$ cat src/design/b64_pkg.sv
// Shared types, character constants and alphabet functions for the base64 codec.
package b64_pkg;

  localparam int unsigned B64_QUEUE_DEPTH = 4;

  localparam logic [7:0] CHAR_PAD   = 8'h3D;  // '='
  localparam logic [7:0] CHAR_PLUS  = 8'h2B;  // '+'
  localparam logic [7:0] CHAR_SLASH = 8'h2F;  // '/'

  localparam logic MODE_ENCODE = 1'b0;
  localparam logic MODE_DECODE = 1'b1;

  // One group handed from the front to the back.
  typedef struct packed {
    logic        dec;       // decode job: emit bytes, else characters
    logic [23:0] bits;      // gathered group, first item in the top bits
    logic [1:0]  nres_m1;   // results to emit, minus one
    logic [1:0]  ndata_m1;  // encode: characters carrying data, minus one
    logic        last;      // final group of the message
    logic        bad;       // error flag of the message so far
  } b64_job_t;

  typedef struct packed {
    logic       valid;
    logic [5:0] value;
  } b64_sym_t;

  function automatic logic [7:0] to_char(input logic [5:0] v);
    logic [7:0] w;
    w = {2'b00, v};
    if (v < 6'd26)      to_char = w + 8'd65;
    else if (v < 6'd52) to_char = w + 8'd71;
    else if (v < 6'd62) to_char = w - 8'd4;
    else if (v == 6'd62) to_char = CHAR_PLUS;
    else                to_char = CHAR_SLASH;
  endfunction

  function automatic b64_sym_t from_char(input logic [7:0] c);
    b64_sym_t   s;
    logic [7:0] d;
    s = '0;
    d = '0;
    if (c >= 8'h41 && c <= 8'h5A) begin
      d = c - 8'd65;
      s = '{valid: 1'b1, value: d[5:0]};
    end else if (c >= 8'h61 && c <= 8'h7A) begin
      d = c - 8'd71;
      s = '{valid: 1'b1, value: d[5:0]};
    end else if (c >= 8'h30 && c <= 8'h39) begin
      d = c + 8'd4;
      s = '{valid: 1'b1, value: d[5:0]};
    end else if (c == CHAR_PLUS) begin
      s = '{valid: 1'b1, value: 6'd62};
    end else if (c == CHAR_SLASH) begin
      s = '{valid: 1'b1, value: 6'd63};
    end
    from_char = s;
  endfunction

endpackage

$ cat src/design/b64_front.sv
// Front end: accepts input bytes, gathers groups, queues a job per full or final group.
module b64_front (
  input  logic              clk,
  input  logic              rst_n,
  input  logic              in_tvalid,
  output logic              in_tready,
  input  logic [7:0]        in_byte,
  input  logic              in_last,
  input  logic              cfg_we,
  input  logic              cfg_wdata,
  input  logic              q_full,
  output logic              push,
  output b64_pkg::b64_job_t job
);
  import b64_pkg::*;

  logic        mode_r, mode_nxt;
  logic [23:0] bits_r, bits_nxt;
  logic [1:0]  gc_r, gc_nxt;
  logic [1:0]  pad_r, pad_nxt;
  logic        err_r, err_nxt;

  logic        accept;
  b64_sym_t    sym;
  logic [5:0]  v;
  logic [23:0] bits_acc;
  logic [1:0]  pad_acc;
  logic        err_acc;
  logic [2:0]  gc_inc;

  assign in_tready = !q_full;
  assign accept    = in_tvalid && in_tready;
  assign sym       = from_char(in_byte);
  assign gc_inc    = {1'b0, gc_r} + 3'd1;

  always_comb begin
    mode_nxt = mode_r;
    bits_nxt = bits_r;
    gc_nxt   = gc_r;
    pad_nxt  = pad_r;
    err_nxt  = err_r;
    push     = 1'b0;
    job      = '0;
    v        = '0;
    bits_acc = bits_r;
    pad_acc  = pad_r;
    err_acc  = err_r;

    if (cfg_we) begin
      mode_nxt = cfg_wdata;
      bits_nxt = '0;
      gc_nxt   = '0;
      pad_nxt  = '0;
      err_nxt  = 1'b0;
    end else if (accept) begin
      if (mode_r == MODE_ENCODE) begin
        case (gc_r)
          2'd0:    bits_acc[23:16] = bits_r[23:16] | in_byte;
          2'd1:    bits_acc[15:8]  = bits_r[15:8]  | in_byte;
          default: bits_acc[7:0]   = bits_r[7:0]   | in_byte;
        endcase
        bits_nxt = bits_acc;
        gc_nxt   = gc_inc[1:0];
        if (gc_inc == 3'd3 || in_last) begin
          push         = 1'b1;
          job.dec      = 1'b0;
          job.bits     = bits_acc;
          job.nres_m1  = 2'd3;
          job.ndata_m1 = gc_inc[1:0];
          job.last     = in_last;
          job.bad      = 1'b0;
          bits_nxt     = '0;
          gc_nxt       = '0;
        end
      end else begin
        if (in_byte == CHAR_PAD) begin
          if (gc_r[1]) pad_acc = pad_r + 2'd1;
          else         err_acc = 1'b1;
        end else begin
          if (!sym.valid) err_acc = 1'b1;
          else            v = sym.value;
          if (pad_r != 2'd0) begin
            err_acc = 1'b1;
            v       = '0;
          end
        end
        case (gc_r)
          2'd0:    bits_acc[23:18] = bits_r[23:18] | v;
          2'd1:    bits_acc[17:12] = bits_r[17:12] | v;
          2'd2:    bits_acc[11:6]  = bits_r[11:6]  | v;
          default: bits_acc[5:0]   = bits_r[5:0]   | v;
        endcase
        bits_nxt = bits_acc;
        gc_nxt   = gc_inc[1:0];
        pad_nxt  = pad_acc;
        if (gc_r == 2'd3) begin
          if (pad_acc != 2'd0 && !in_last) err_acc = 1'b1;
          push        = 1'b1;
          job.dec     = 1'b1;
          job.bits    = bits_acc;
          job.nres_m1 = 2'd2 - pad_acc;
          job.last    = in_last;
          job.bad     = err_acc;
          bits_nxt    = '0;
          gc_nxt      = '0;
          pad_nxt     = '0;
        end else if (in_last) begin
          // incomplete final group: one zero byte flagged bad
          err_acc     = 1'b1;
          push        = 1'b1;
          job.dec     = 1'b1;
          job.nres_m1 = 2'd0;
          job.last    = 1'b1;
          job.bad     = 1'b1;
        end
        err_nxt = err_acc;
      end
      if (in_last) begin
        bits_nxt = '0;
        gc_nxt   = '0;
        pad_nxt  = '0;
        err_nxt  = 1'b0;
      end
    end
  end

  always_ff @(posedge clk) begin
    if (!rst_n) begin
      mode_r <= MODE_ENCODE;
      bits_r <= '0;
      gc_r   <= '0;
      pad_r  <= '0;
      err_r  <= 1'b0;
    end else begin
      mode_r <= mode_nxt;
      bits_r <= bits_nxt;
      gc_r   <= gc_nxt;
      pad_r  <= pad_nxt;
      err_r  <= err_nxt;
    end
  end

endmodule

$ cat src/design/b64_fifo.sv
// Small register queue of group jobs between front and back.
module b64_fifo #(
  parameter int unsigned WIDTH = 32,
  parameter int unsigned DEPTH = 4
) (
  input  logic             clk,
  input  logic             rst_n,
  input  logic             push,
  input  logic [WIDTH-1:0] push_data,
  input  logic             pop,
  output logic [WIDTH-1:0] head,
  output logic             not_empty,
  output logic             full
);
  localparam int unsigned AW = (DEPTH > 1) ? $clog2(DEPTH) : 1;
  localparam int unsigned CW = $clog2(DEPTH + 1);
  localparam logic [AW-1:0] LAST_PTR = AW'(DEPTH - 1);
  localparam logic [CW-1:0] FULL_CNT = CW'(DEPTH);

  logic [WIDTH-1:0] mem_r [DEPTH];
  logic [AW-1:0]    wr_r, wr_nxt, rd_r, rd_nxt;
  logic [CW-1:0]    cnt_r, cnt_nxt;
  logic             do_push, do_pop;

  assign not_empty = cnt_r != '0;
  assign full      = cnt_r == FULL_CNT;
  assign head      = mem_r[rd_r];
  assign do_push   = push && !full;
  assign do_pop    = pop && not_empty;

  always_comb begin
    wr_nxt  = wr_r;
    rd_nxt  = rd_r;
    cnt_nxt = cnt_r;
    if (do_push) wr_nxt = (wr_r == LAST_PTR) ? '0 : wr_r + AW'(1);
    if (do_pop)  rd_nxt = (rd_r == LAST_PTR) ? '0 : rd_r + AW'(1);
    if (do_push && !do_pop)      cnt_nxt = cnt_r + CW'(1);
    else if (do_pop && !do_push) cnt_nxt = cnt_r - CW'(1);
  end

  always_ff @(posedge clk) begin
    if (!rst_n) begin
      wr_r  <= '0;
      rd_r  <= '0;
      cnt_r <= '0;
    end else begin
      wr_r  <= wr_nxt;
      rd_r  <= rd_nxt;
      cnt_r <= cnt_nxt;
    end
  end

  always_ff @(posedge clk) begin
    if (do_push) mem_r[wr_r] <= push_data;
  end

endmodule

$ cat src/design/b64_back.sv
// Back end: unpacks queued groups into one output result per cycle while the receiver is ready.
module b64_back (
  input  logic              clk,
  input  logic              rst_n,
  input  b64_pkg::b64_job_t head,
  input  logic              q_not_empty,
  output logic              pop,
  output logic              out_tvalid,
  input  logic              out_tready,
  output logic [7:0]        out_byte,
  output logic              out_last,
  output logic              out_bad
);
  import b64_pkg::*;

  logic [1:0] idx_r, idx_nxt;
  logic       vld_r, vld_nxt;
  logic [7:0] byte_r, byte_nxt;
  logic       last_r, last_nxt;
  logic       bad_r, bad_nxt;
  logic       load;
  logic       final_res;
  logic [5:0] sext;

  assign out_tvalid = vld_r;
  assign out_byte   = byte_r;
  assign out_last   = last_r;
  assign out_bad    = bad_r;
  assign load       = !vld_r || out_tready;
  assign final_res  = idx_r == head.nres_m1;

  always_comb begin
    case (idx_r)
      2'd0:    sext = head.bits[23:18];
      2'd1:    sext = head.bits[17:12];
      2'd2:    sext = head.bits[11:6];
      default: sext = head.bits[5:0];
    endcase
  end

  always_comb begin
    idx_nxt  = idx_r;
    vld_nxt  = vld_r;
    byte_nxt = byte_r;
    last_nxt = last_r;
    bad_nxt  = bad_r;
    pop      = 1'b0;
    if (load) begin
      vld_nxt = q_not_empty;
      if (q_not_empty) begin
        if (head.dec) begin
          case (idx_r)
            2'd0:    byte_nxt = head.bits[23:16];
            2'd1:    byte_nxt = head.bits[15:8];
            default: byte_nxt = head.bits[7:0];
          endcase
          bad_nxt = head.bad;
        end else begin
          byte_nxt = (idx_r <= head.ndata_m1) ? to_char(sext) : CHAR_PAD;
          bad_nxt  = 1'b0;
        end
        last_nxt = head.last && final_res;
        if (final_res) begin
          pop     = 1'b1;
          idx_nxt = '0;
        end else begin
          idx_nxt = idx_r + 2'd1;
        end
      end
    end
  end

  always_ff @(posedge clk) begin
    if (!rst_n) begin
      idx_r <= '0;
      vld_r <= 1'b0;
    end else begin
      idx_r <= idx_nxt;
      vld_r <= vld_nxt;
    end
  end

  always_ff @(posedge clk) begin
    byte_r <= byte_nxt;
    last_r <= last_nxt;
    bad_r  <= bad_nxt;
  end

endmodule

$ cat src/design/base64_stream_codec_top.sv
// Top level of the streaming base64 encoder/decoder.
//
// Usage:
//   Input stream: one byte per transaction on in_tdata; in_tlast marks the
//   final byte of a message. Output stream: one character (encode) or one
//   data byte (decode) per transaction on out_tdata; out_tlast marks the final
//   result of the message and out_tuser flags a bad message (decode only).
//   cfg_we/cfg_wdata write the mode (0 encode, 1 decode) and clear all group
//   state; write it only while the block is idle.
// Data path: the transaction that completes a group writes its job into the
//   job queue, and the back then loads its first result into the output register.
// Throughput: the front accepts one byte per cycle while the job queue has
//   room; the back emits one result per cycle while the receiver is ready.
//   Encode is bound by the output side at four characters per three bytes;
//   decode runs at one character per cycle while the receiver keeps up.
// Reset (rst_n low, synchronous): mode returns to encode, the queue empties
//   and the output register goes invalid.
// Receiver stall: the output register holds its result; the back stops
//   draining, the queue fills, and in_tready drops once it is full.
module base64_stream_codec_top #(
  parameter int unsigned QUEUE_DEPTH = b64_pkg::B64_QUEUE_DEPTH
) (
  input  logic       clk,
  input  logic       rst_n,
  input  logic       in_tvalid,
  output logic       in_tready,
  input  logic [7:0] in_tdata,   // [7:0] in_byte
  input  logic       in_tlast,   // last_in
  output logic       out_tvalid,
  input  logic       out_tready,
  output logic [7:0] out_tdata,  // [7:0] out_byte
  output logic       out_tlast,  // last_out
  output logic       out_tuser,  // [0] bad_input
  input  logic       cfg_we,
  input  logic       cfg_wdata
);
  import b64_pkg::*;

  localparam int unsigned JOB_W = $bits(b64_job_t);

  b64_job_t push_job;
  b64_job_t head_job;
  logic     push;
  logic     pop;
  logic     q_full;
  logic     q_not_empty;

  // Classify bytes and build group jobs.
  b64_front u_front (
    .clk       (clk),
    .rst_n     (rst_n),
    .in_tvalid (in_tvalid),
    .in_tready (in_tready),
    .in_byte   (in_tdata),
    .in_last   (in_tlast),
    .cfg_we    (cfg_we),
    .cfg_wdata (cfg_wdata),
    .q_full    (q_full),
    .push      (push),
    .job       (push_job)
  );

  // Decouple the two sides so each can stall on its own.
  b64_fifo #(
    .WIDTH (JOB_W),
    .DEPTH (QUEUE_DEPTH)
  ) u_fifo (
    .clk       (clk),
    .rst_n     (rst_n),
    .push      (push),
    .push_data (push_job),
    .pop       (pop),
    .head      (head_job),
    .not_empty (q_not_empty),
    .full      (q_full)
  );

  // Drain one result per cycle into the output register while the receiver is ready.
  b64_back u_back (
    .clk         (clk),
    .rst_n       (rst_n),
    .head        (head_job),
    .q_not_empty (q_not_empty),
    .pop         (pop),
    .out_tvalid  (out_tvalid),
    .out_tready  (out_tready),
    .out_byte    (out_tdata),
    .out_last    (out_tlast),
    .out_bad     (out_tuser)
  );

endmodule

$ cat config.mk
export PLATFORM = sky130hd
export DESIGN_NAME = base64_stream_codec_top
export DESIGN_NICKNAME = d
export VERILOG_FILES = /design/src/design/b64_pkg.sv /design/src/design/b64_front.sv /design/src/design/b64_fifo.sv /design/src/design/b64_back.sv /design/src/design/base64_stream_codec_top.sv
export SDC_FILE = /design/constraint.sdc
export NUM_CORES = 1
export LEC_CHECK = 0
export BUFFER_PORTS_ARGS = -buffer_cell sky130_fd_sc_hd__buf_2
export CAP_MARGIN = 20
export CORE_UTILIZATION = 35
export DETAILED_ROUTE_END_ITERATION = 16
export HOLD_SLACK_MARGIN = 0.12
export PLACE_DENSITY = 0.47
export SLEW_MARGIN = 20
export SYNTH_ARGS = -nofsm -noshare
export SYNTH_HDL_FRONTEND = slang
export SYNTH_SLANG_ARGS = --single-unit
$ cat constraint.sdc
create_clock -name clk -period 4.4 [get_ports clk]
set_input_delay 0.66 -clock clk [delete_from_list [all_inputs] [get_ports clk]]
set_output_delay 0.66 -clock clk [all_outputs]
set_load 0.01 [all_outputs]
Word-level counts from Yosys, hierarchy flattened
Memories as Yosys holds them, arrays and structs flattened. A register that Yosys moved wholly into a read port is not among the register bits.
Index checks and enable logic that the tools add are counted.
W data, S select, Z words.

cells by class
  bitwise operators = 8
  add/subtract/negate cells = 14
  equal/unequal tests = 14
  multiplexer cells = 78
  order comparisons = 10
  reduce and logical (&&, ||, !) cells = 29

operators by type and width
  cell                   count
  $mux W24               5
  $mux W8                8
  $mux W31               2
  $mux W6                10
  $mux W2                22
  $mux W7                5
  $mux W30               1
  $mux W27               1
  $eq A8 B6 Y1 const B   3
  $or A6 B6 Y6           4
  $or A8 B8 Y8           3
  $mux W1                19
  $pmux W6 S3            1
  $add A6 B7 Y8 const B  2
  $ge A8 B7 Y1 const B   2
  $le A8 B7 Y1 const B   2
  $pmux W8 S2            1
  $lt A6 B6 Y1 const B   2
  $eq A2 B2 Y1 const B   5
  $logic_and A1 B1 Y1    10
  $mux W3                3
  $add A2 B1 Y2 const B  4
  $ge A8 B6 Y1 const B   1
  $le A8 B6 Y1 const B   1
  24 further kinds       36

storage, ports and cells
  memories kept = 1
  bits in registers = 50
  bits of input ports = 15
  output and inout bits = 12
  memory bits (writable) = 124

memory list
  name          depth  bits a word  rd ports  clocked after Yosys merged registers in  wr ports  line            text
  u_fifo.mem_r  4      31           1         1                                        1         b64_fifo.sv:20  logic [WIDTH-1:0] mem_r [DEPTH];

Longest topological paths before layout
Gate-level depths: netlist of run 1.

  depth in word-level cells = 18
  depth in mapped cells = 13
  gate-level depth less buffers = 12

Hierarchy
A second synthesis of run 1 with hierarchy kept.

second synthesis, totals
  cells, all modules = 750
  area total of the unflattened synthesis = 8916.1 um2

modules (own cells, without submodules)
  module     cells each  area each (um2)  times used
  b64_fifo   212         4953.5           1
  b64_front  390         2765.2           1
  b64_back   148         1197.4           1

Worst setup path before layout of run 1
OpenSTA, ideal clock, no wires.

  path kind = in2reg
  start point = input in_tdata[2]
  end point = memory u_fifo.mem_r[0][8] (netlist bit) (data pin)
  library setup time = 0.179 ns
  data required time = 4.221 ns
  buffers on the path = 2
  stages = 11
  slack = 1.233 ns
  arrival = 2.988 ns
  cells stage by stage = clkbuf_1 -> inv_1 -> ha_1 -> a21oi_1 -> a311oi_1 -> nor3_1 -> a211oi_1 -> nor2_1 -> clkbuf_1 -> nand3_1 -> a21oi_1

RTL lines
  element          line                           text
  start, declared  base64_stream_codec_top.sv:27  input logic [7:0] in_tdata,
  end, declared    b64_fifo.sv:20

==> flow_summary.json, run 1 <==
{
  "pwr_density_cell_nw_per_um2": 483,
  "fin_ws_ns": 0.919,
  "synth_top_cell_by_area": "edfxtp_1",
  "antenna_left": 0,
  "synth_top_area_share_pct": 44.5,
  "root_buffer": "clkbuf_16",
  "min_period_over_period_pct": 79.1,
  "wl_per_cell_um": 21.7,
  "tns_ns": 0,
  "post_cts_resized": 0,
  "power_leakage_nw": 3.37,
  "rsz0062_at_grt": "false",
  "final_cells": 1152,
  "synthCells": 790,
  "hold_buffers": 0,
  "vias_per_cell": 5.75,
  "grt_pass1_wl_mm": 38.9,
  "peakVddDrop_uv": 216,
  "wirelength_mm": 25.0,
  "max_freq_mhz": 287,
  "yosys_warnings": 0,
  "setup_violations": 0,
  "cp.arrival_ns": 3.72,
  "area.growth.synth_to_final_pct": 11.9,
  "num_antenna_cells": 0,
  "postCtsSetupRepairBufs": 0,
  "p_seq_share_pct": 40.9,
  "synthDistinctLibCells": 73,
  "ff2ff_path_depth": 10,
  "place_inst": 1120,
  "num-nets-final": 860,
  "dieArea_um2": 26500,
  "cp_slowest_cell": "a211oi_1",
  "io_pins": 27,
  "swShare_pct": 33.9,
  "drt-initial-drc-count": 579,
  "seq_area_frac_synth_pct": 53.8,
  "timing.critical_path.buf_inv": 2,
  "final_cell_mix": "edfxtp_1, a21oi_1, nor2_1, nand2_1, o21ai_0",
  "ys_ff_latch": 176,
  "hold_path_class": "flop to flop",
  "switching_power_w": 0.00165,
  "power.share.combinational_pct": 29.4,
  "syn-cell-area_um2": 9040,
  "clock_path_buffers": 2,
  "p_clk_share_pct": 29.7,
  "worstPathMaxFanout": 13,
  "layout_commonest_cell": "edfxtp_1",
  "io_buffers": 26,
  "cts_buffers": 17,
  "rows": 58,
  "synthArstFlopShare_pct": 0,
  "worstSetupPathType": "input port to flop",
  "critPathCaptureType": "flop",
  "crit_family": "compound AO/OA/AOI/OAI gates",
  "finalHoldViolCount": 0,
  "cts_max_level": 4,
  "dr.pass1.iters": 5,
  "max_slew_margin_pct": 34.8,
  "synth_fp_nets": 841,
  "clock-sinks": 176,
  "antenna_found_initial": 0,
  "grt.total_usage_pct": 19.6,
  "place.gp.congestion": 0.909,
  "required_ns": 4.63,
  "cpPeakStageDelay_ns": 0.77,
  "ys.flop_type": "edfxtp_1",
  "die_h_um": 163,
  "fin_crit_ns": 3.48,
  "die_w_um": 163,
  "cp-start-kind": "input port",
  "worst_slew_pin_slew_ns": 0.964,
  "core-area_um2": 25300,
  "cts_tree": "built",
  "status": "finished clean",
  "maxCapViolCount": 0,
  "p_int_w": 0.00323,
  "cp.depth": 10,
  "crit_chain": "buf_2 -> inv_1 -> ha_1 -> a21oi_1 -> nor2_1 -> o21ai_1 -> a211oi_1 -> a211oi_1 -> a221oi_1 -> nor2_1",
  "via_count": 6622,
  "grt_start_max_net_pins": 35,
  "grt_pass1_vias": 6444,
  "initial_utilization_pct": 35.8,
  "fin_worst_skew_ns": 0.0176,
  "cts.reportedPaths.clkPinSlew_ns": 0.07,
  "drc_errors": 0,
  "clkLatencyLatePin_ns": 0.43,
  "synth_area_leaders": "edfxtp_1, dfxtp_1, ha_1",
  "place_hpwl_mm": 17.8,
  "hold_depth": 2,
  "grt_overflow": 0,
  "synth.avg_cell_area_um2": 11.4,
  "synth_edf_count": 134,
  "slew_violations": 0,
  "dp_slack_ns": 0.535,
  "post_route_cells_drive_above_1_share_pct": 13.4
}
-- per-layer routing --
layer | vias up | part of all wire [%] | global-route usage, %
met5 | - | 0 | 0
met4 | 0 | 1.2 | 4.89
met3 | 33 | 3.7 | 3.26
met2 | 234 | 49 | 33.5
met1 | 3307 | 46 | 25.8
li1 | 3048 | - | -
-- flip-flops by register name, indices dropped and copies added (netlist names), named ones only --
register,cells
u_back.idx_r,2
u_back.out_bad,1
u_back.out_byte,8
u_back.out_last,1
u_back.out_tvalid,1
u_fifo.cnt_r,3
u_fifo.mem_r,124
u_fifo.rd_r,2
u_fifo.wr_r,2
u_front.bits_r,24
u_front.err_r,1
u_front.gc_r,2
u_front.mode_r,1
u_front.pad_r,2
-- power groups by stage --
stage               clock (W)  combinational (W)  sequential [W]
floorplan                   0            0.00101         0.00203
global placement            0            0.00142         0.00203
detailed placement          0            0.00142         0.00204
CTS                   0.00148            0.00143         0.00200
global route          0.00155            0.00157         0.00201
finish                0.00145            0.00144         0.00200
-- stage by stage --
| stage | hold slack [ns] | instance area [um^2] | utilization, % | power, W |
|---|---|---|---|---|
| 4_1_cts | 0.479 | 10100 | 40.0 | 0.00491 |
| 2_1_floorplan | 0.450 | 9040 | - | 0.00304 |
| 6_report | 0.478 | 10100 | 40.1 | 0.00488 |
| 5_1_grt | 0.519 | 10100 | 40.1 | 0.00513 |
| 3_5_place_dp | 0.466 | 9540 | 37.8 | 0.00346 |
| 3_3_place_gp | 0.459 | 9540 | 37.8 | 0.00345 |
-- synth_stat cells (7+ instances only) --
master / count
edfxtp_1: 134
a21oi_1: 69
nor2_1: 63
nand2_1: 54
dfxtp_1: 42
o21ai_0: 42
ha_1: 35
inv_1: 31
clkbuf_1: 25
nand3_1: 25
mux2i_1: 24
o22ai_1: 15
mux4_2: 14
nor3_1: 14
nand2b_1: 13
nor2b_1: 12
a31oi_1: 10
and2_1: 10
and3_1: 10
xnor2_1: 10
a221oi_1: 9
a22oi_1: 9
nand4_1: 9
a211oi_1: 7
-- worst register-to-register path, cell delays in order (launching register included) --
cell and delay (ns):
dfxtp_1 0.43, or3b_2 0.18, and2_1 0.57, nand2b_1 0.32, a21oi_1 0.42, ha_1 0.27
inv_1 0.06, fa_1 0.37, xor2_1 0.18, or3_1 0.30, a21boi_0 0.19
-- cell families after synthesis --
logic type	Yosys count	share of synthesized area, %
mux	49	8.34
compound gates	215	15.9
fa+ha+maj	36	5.06
buf+inv	73	3.42
flops	176	53.8
xor+xnor	12	1.16
simple gates	229	12.3
-- area by class of cell --
type / count / area, um^2
multi-input cells: 541 / 3880
well taps: 330 / 413
repair buffers: 41 / 268
clock buffers: 17 / 425
flip-flops and latches: 176 / 4870
clock inverters: 15 / 148
inverters: 32 / 120
fillers: 2459 / 15100
-- worst paths after layout --
path                         end             start  slack, ns
max          u_fifo.mem_r[2][11]       in_tdata[2]       0.92
min             u_front.pad_r[0]  u_front.pad_r[0]       0.48
max reg2reg      u_fifo.cnt_r[2]   u_fifo.cnt_r[0]       1.02
min reg2reg     u_front.pad_r[0]  u_front.pad_r[0]       0.48
No activity file was read; power rests on OpenSTA's default activity.
==> run 2, diff against run 1 <==
PLACE_DENSITY = 0.49   (was 0.47)
clock period = 3.04 ns   (was 4.4 ns; I/O delays follow)
==> flow_summary.json, run 2 (synthesis gave the netlist of run 1 again) <==
{
  "rows": 58,
  "hold_path_class": "input port to flop",
  "place_hpwl_mm": 17.9,
  "cts_max_level": 4,
  "min_period_over_period_pct": 95.2,
  "max_freq_mhz": 346,
  "drt-initial-drc-count": 474,
  "maxCapViolCount": 0,
  "root_buffer": "clkbuf_16",
  "worstPathMaxFanout": 7,
  "reg2reg_to": "u_back.out_byte[1]",
  "dieArea_um2": 26500,
  "initial_utilization_pct": 35.8,
  "worst_slew_pin_slew_ns": 0.890,
  "final_cell_area_um2": 10700,
  "hp-start": "cfg_wdata",
  "worstSetupPathType": "flop to flop",
  "final_cell_mix": "edfxtp_1, buf_4, a21oi_1, nor2_1, nand2_1",
  "power.share.combinational_pct": 32.7,
  "r2r_slack_ns": 0.15,
  "grt_start_max_net_pins": 32,
  "fill_cells": 2408,
  "finalHoldViolCount": 0,
  "num-nets-final": 927,
  "p_int_w": 0.00496,
  "grt_pass1_vias": 6878,
  "tns_ns": 0,
  "antenna_left": 0,
  "antenna_found_initial": 0,
  "grt.total_usage_pct": 19.2,
  "max_slew_margin_pct": 39.8,
  "place.gp.congestion": 0.931,
  "hold_depth": 3,
  "fin_ws_ns": 0.147,
  "peakVddDrop_uv": 347,
  "via_count": 6772,
  "dr.pass1.iters": 6,
  "power_leakage_nw": 3.69,
  "dp_slack_ns": -0.146,
  "layout_commonest_cell": "edfxtp_1",
  "switching_power_w": 0.00237,
  "clkLatencyLatePin_ns": 0.42,
  "core-area_um2": 25300,
  "setup_violations": 0,
  "cts.reportedPaths.clkPinSlew_ns": 0.07,
  "status": "finished clean",
  "placed_cell_area_um2": 10000,
  "grt_pass1_wl_mm": 38.4,
  "critPathCaptureType": "flop",
  "slew_violations": 0,
  "wirelength_mm": 24.4,
  "wl_per_cell_um": 20.0,
  "pwr_density_cell_nw_per_um2": 687,
  "num_antenna_cells": 0,
  "rr_startpoint": "u_back.idx_r[0]",
  "required_ns": 3.21,
  "cts_tree": "built",
  "fin_crit_ns": 2.89,
  "io_pins": 27,
  "rsz0062_at_grt": "false",
  "area.growth.synth_to_final_pct": 18.0,
  "holdPathEnd": "u_front.mode_r",
  "die_w_um": 163,
  "clock_path_buffers": 2,
  "startpoint": "u_back.idx_r[0]",
  "p_seq_share_pct": 38.9,
  "p_clk_share_pct": 28.4,
  "largest_reg_flops": 124,
  "grt_overflow": 0,
  "cts_buffers": 17,
  "fin_worst_skew_ns": 0.00932,
  "ff2ff_path_depth": 12,
  "cp.arrival_ns": 3.06,
  "cp-start-kind": "flop",
  "drc_errors": 0,
  "die_h_um": 163,
  "post_route_cells_drive_above_1_share_pct": 20.5,
  "vias_per_cell": 5.56,
  "clock-sinks": 176,
  "hold_buffers": 0,
  "largest-register": "u_fifo.mem_r",
  "swShare_pct": 32.4,
  "io_buffers": 26
}
## run 2: cell types whose count changed in the layout (fill, tap and decap cells not counted), moves of 3 or more
cell / previous run / this run
buf_4: 13 / 77
clkinvlp_4: 0 / 4
inv_8: 3 / 0
ha_1: 35 / 32
ha_2: 0 / 3
## run 2: repair_timing
action	4_1_cts	5_1_grt
buffers inserted	0	1
resized for setup	0	9
setup endpoints to repair	0	14
## run 2: metrics by stage
step / hold WS (ns) / utilization, % / total power [W] / cells
after floorplan: 0.450 / - / 0.00440 / 790
after global placement: 0.460 / 39.7 / 0.00523 / 1184
after detailed placement: 0.470 / 39.7 / 0.00524 / 1184
after CTS: 0.279 / 42.0 / 0.00732 / 1216
after global routing: 0.286 / 42.3 / 0.00773 / 1219
final: 0.296 / 42.3 / 0.00733 / 1219
## run 2: worst max-delay path, cell delays in order, from the launching register on
cell and delay, ns:
dfxtp_1 0.31, inv_1 0.07, buf_4 0.13, ha_1 0.25, nand2b_1 0.11, o22ai_1 0.44, o32ai_4 0.19, inv_2 0.09
ha_2 0.22, a21oi_1 0.05, o21a_2 0.25, a22o_1 0.25, a221o_1 0.29
## run 2: layer usage
| layer | up-vias | GRT usage, % | part of all wire [%] |
|---|---|---|---|
| li1 | 3180 | - | - |
| met1 | 3352 | 24.5 | 45 |
| met2 | 199 | 32.8 | 49 |
| met3 | 41 | 3.49 | 4.0 |
| met4 | 0 | 6.37 | 2.1 |
| met5 | - | 0 | 0 |
## run 2: layout make-up
class	count	area [um^2]	area share, %
Tap cell	330	413	3.87
Clock buffer	19	433	4.06
Clock inverter	13	130	1.22
Inverter	32	120	1.13
Sequential cell	176	4870	45.6
Timing Repair Buffer	107	793	7.43
Multi-Input combinational cell	542	3910	36.7
## run 2: worst max-delay path by stage
stage | endpoint | slack, ns | cells after the start
3_5_place_dp | u_fifo.mem_r[0][17] | -0.15 | 11
4_1_cts | u_back.out_byte[4] | 0.03 | 10
5_1_grt | u_back.out_byte[1] | 0.01 | 12
2_1_floorplan | u_fifo.mem_r[0][8] | 0.08 | 11
6_report | u_back.out_byte[1] | 0.15 | 12
3_3_place_gp | u_fifo.mem_r[1][17] | -0.05 | 11
## run 2: power groups by stage
| stage | combinational, W | sequential (W) | clock (W) |
|---|---|---|---|
| detailed placement | 0.00233 | 0.00290 | 0 |
| finish | 0.00240 | 0.00285 | 0.00208 |
| global route | 0.00263 | 0.00287 | 0.00223 |
| CTS | 0.00234 | 0.00285 | 0.00212 |
| floorplan | 0.00146 | 0.00294 | 0 |
| global placement | 0.00233 | 0.00290 | 0 |
==> run 3, diff against run 2 <==
BUFFER_PORTS_ARGS = unset   (was -buffer_cell sky130_fd_sc_hd__buf_2)
DONT_BUFFER_PORTS = 1   (was unset)
PLACE_DENSITY = 0.48   (was 0.49)
TNS_END_PERCENT = 1   (was unset)
==> flow_summary.json, run 3 (synthesis gave the netlist of run 1 again) <==
{
  "fin_util_pct": 41.3,
  "slew_violations": 0,
  "dr.pass1.iters": 5,
  "cp-start-kind": "flop",
  "rr_startpoint": "u_back.idx_r[1]",
  "drc_errors": 0,
  "grt.total_usage_pct": 19.5,
  "post_route_cells_drive_above_1_share_pct": 16.3,
  "min_period_over_period_pct": 97.8,
  "num-nets-final": 881,
  "maxCapViolCount": 0,
  "cts_tree": "built",
  "largest_reg_flops": 124,
  "peakVddDrop_uv": 401,
  "root_buffer": "clkbuf_16",
  "cp.arrival_ns": 3.13,
  "clock-sinks": 176,
  "hp-start": "rst_n",
  "required_ns": 3.19,
  "grt_start_max_net_pins": 35,
  "io_pins": 27,
  "wirelength_mm": 24.6,
  "layout_commonest_cell": "edfxtp_1",
  "clock_path_buffers": 2,
  "via_count": 6604,
  "cts_max_level": 4,
  "dieArea_um2": 26500,
  "grt_overflow": 0,
  "worstSetupPathType": "flop to flop",
  "final_cell_area_um2": 10400,
  "holdPathEnd": "u_fifo.wr_r[1]",
  "die_h_um": 163,
  "rsz0062_at_grt": "true",
  "antenna_found_initial": 0,
  "placed_cell_area_um2": 9770,
  "hold_buffers": 0,
  "rows": 58,
  "startpoint": "u_back.idx_r[1]",
  "worstPathMaxFanout": 8,
  "grt_pass1_wl_mm": 38.4,
  "num_antenna_cells": 0,
  "cts.reportedPaths.clkPinSlew_ns": 0.08,
  "grt_pass1_vias": 6653,
  "cts_buffers": 17,
  "wl_per_cell_um": 21.0,
  "setup_violations": 0,
  "largest-register": "u_fifo.mem_r",
  "hold_depth": 1,
  "area.growth.synth_to_final_pct": 15.2,
  "pwr_density_cell_nw_per_um2": 703,
  "die_w_um": 163,
  "status": "finished clean",
  "vias_per_cell": 5.63,
  "ff2ff_path_depth": 12,
  "fin_crit_ns": 2.97,
  "max_slew_margin_pct": 46.2,
  "core-area_um2": 25300,
  "finalHoldViolCount": 0,
  "critPathCaptureType": "flop",
  "max_freq_mhz": 336,
  "reg2reg_to": "u_back.out_byte[0]",
  "place.gp.congestion": 0.917,
  "fin_worst_skew_ns": 0.0138,
  "hold_path_class": "input port to flop",
  "r2r_slack_ns": 0.07,
  "io_buffers": 0,
  "antenna_left": 0,
  "power_leakage_nw": 3.53,
  "worst_slew_pin_slew_ns": 0.806,
  "place_hpwl_mm": 17.6,
  "initial_utilization_pct": 35.8,
  "drt-initial-drc-count": 772,
  "final_cell_mix": "edfxtp_1, a21oi_1, nor2_1, buf_4, nand2_1",
  "clkLatencyLatePin_ns": 0.43
}
run 3: how the worst max path moves through the flow:
stage	to
6_report	u_back.out_byte[0]
3_3_place_gp	u_fifo.mem_r[2][11]
2_1_floorplan	u_fifo.mem_r[0][8]
4_1_cts	u_back.out_byte[4]
5_1_grt	u_back.out_byte[4]
3_5_place_dp	u_fifo.mem_r[2][11]
run 3: per-stage QoR:
stage               hold WS [ns]  instances  TNS (ns)  power, W  setup WS (ns)
floorplan                  0.450        790         0   0.00440         0.0768
global placement           0.462       1140   -0.0858   0.00508        -0.0215
detailed placement         0.478       1140    -0.219   0.00511        -0.0547
global route               0.129       1173   -0.0843   0.00769        -0.0307
CTS                        0.123       1172         0   0.00732        0.00260
finish                     0.147       1173         0   0.00733         0.0664
run 3: critical path, cell delays in order, from the launching register on:
cell      delay [ns]
dfxtp_1         0.37
inv_1           0.12
ha_1            0.25
nand2b_1        0.17
o22ai_1         0.26
o41a_1          0.34
inv_1           0.11
ha_2            0.23
nor3_4          0.34
buf_4           0.18
nand3_1         0.07
o21ai_0         0.14
a32oi_1         0.11
run 3: what timing repair did:
action,CTS,global route
endpoints found under the setup margin,0,7
resized for setup,0,9
buffers inserted,0,1
run 3: where the power goes:
group          total [W]  leakage [nW]  switching (W)  internal [W]
Sequential       0.00292          1.56       0.000128       0.00279
Clock            0.00221         0.298        0.00101       0.00120
Combinational    0.00220          1.67        0.00127      0.000937
run 3: layout make-up:
class | count | area (um^2)
Inverter | 32 | 120
Tap cell | 330 | 413
Timing Repair Buffer | 62 | 503
Clock inverter | 14 | 165
Sequential cell | 176 | 4870
Fill cell | 2427 | 14800
Multi-Input combinational cell | 541 | 3910
Clock buffer | 18 | 439
run 3: metal layers:
metal	vias to the layer above	part of all wire, %	GRT usage [%]
li1	3092	-	-
met3	48	3.9	3.44
met4	0	2.7	8.24
met1	3258	44	24.5
met2	206	49	32.9
met5	-	0	0
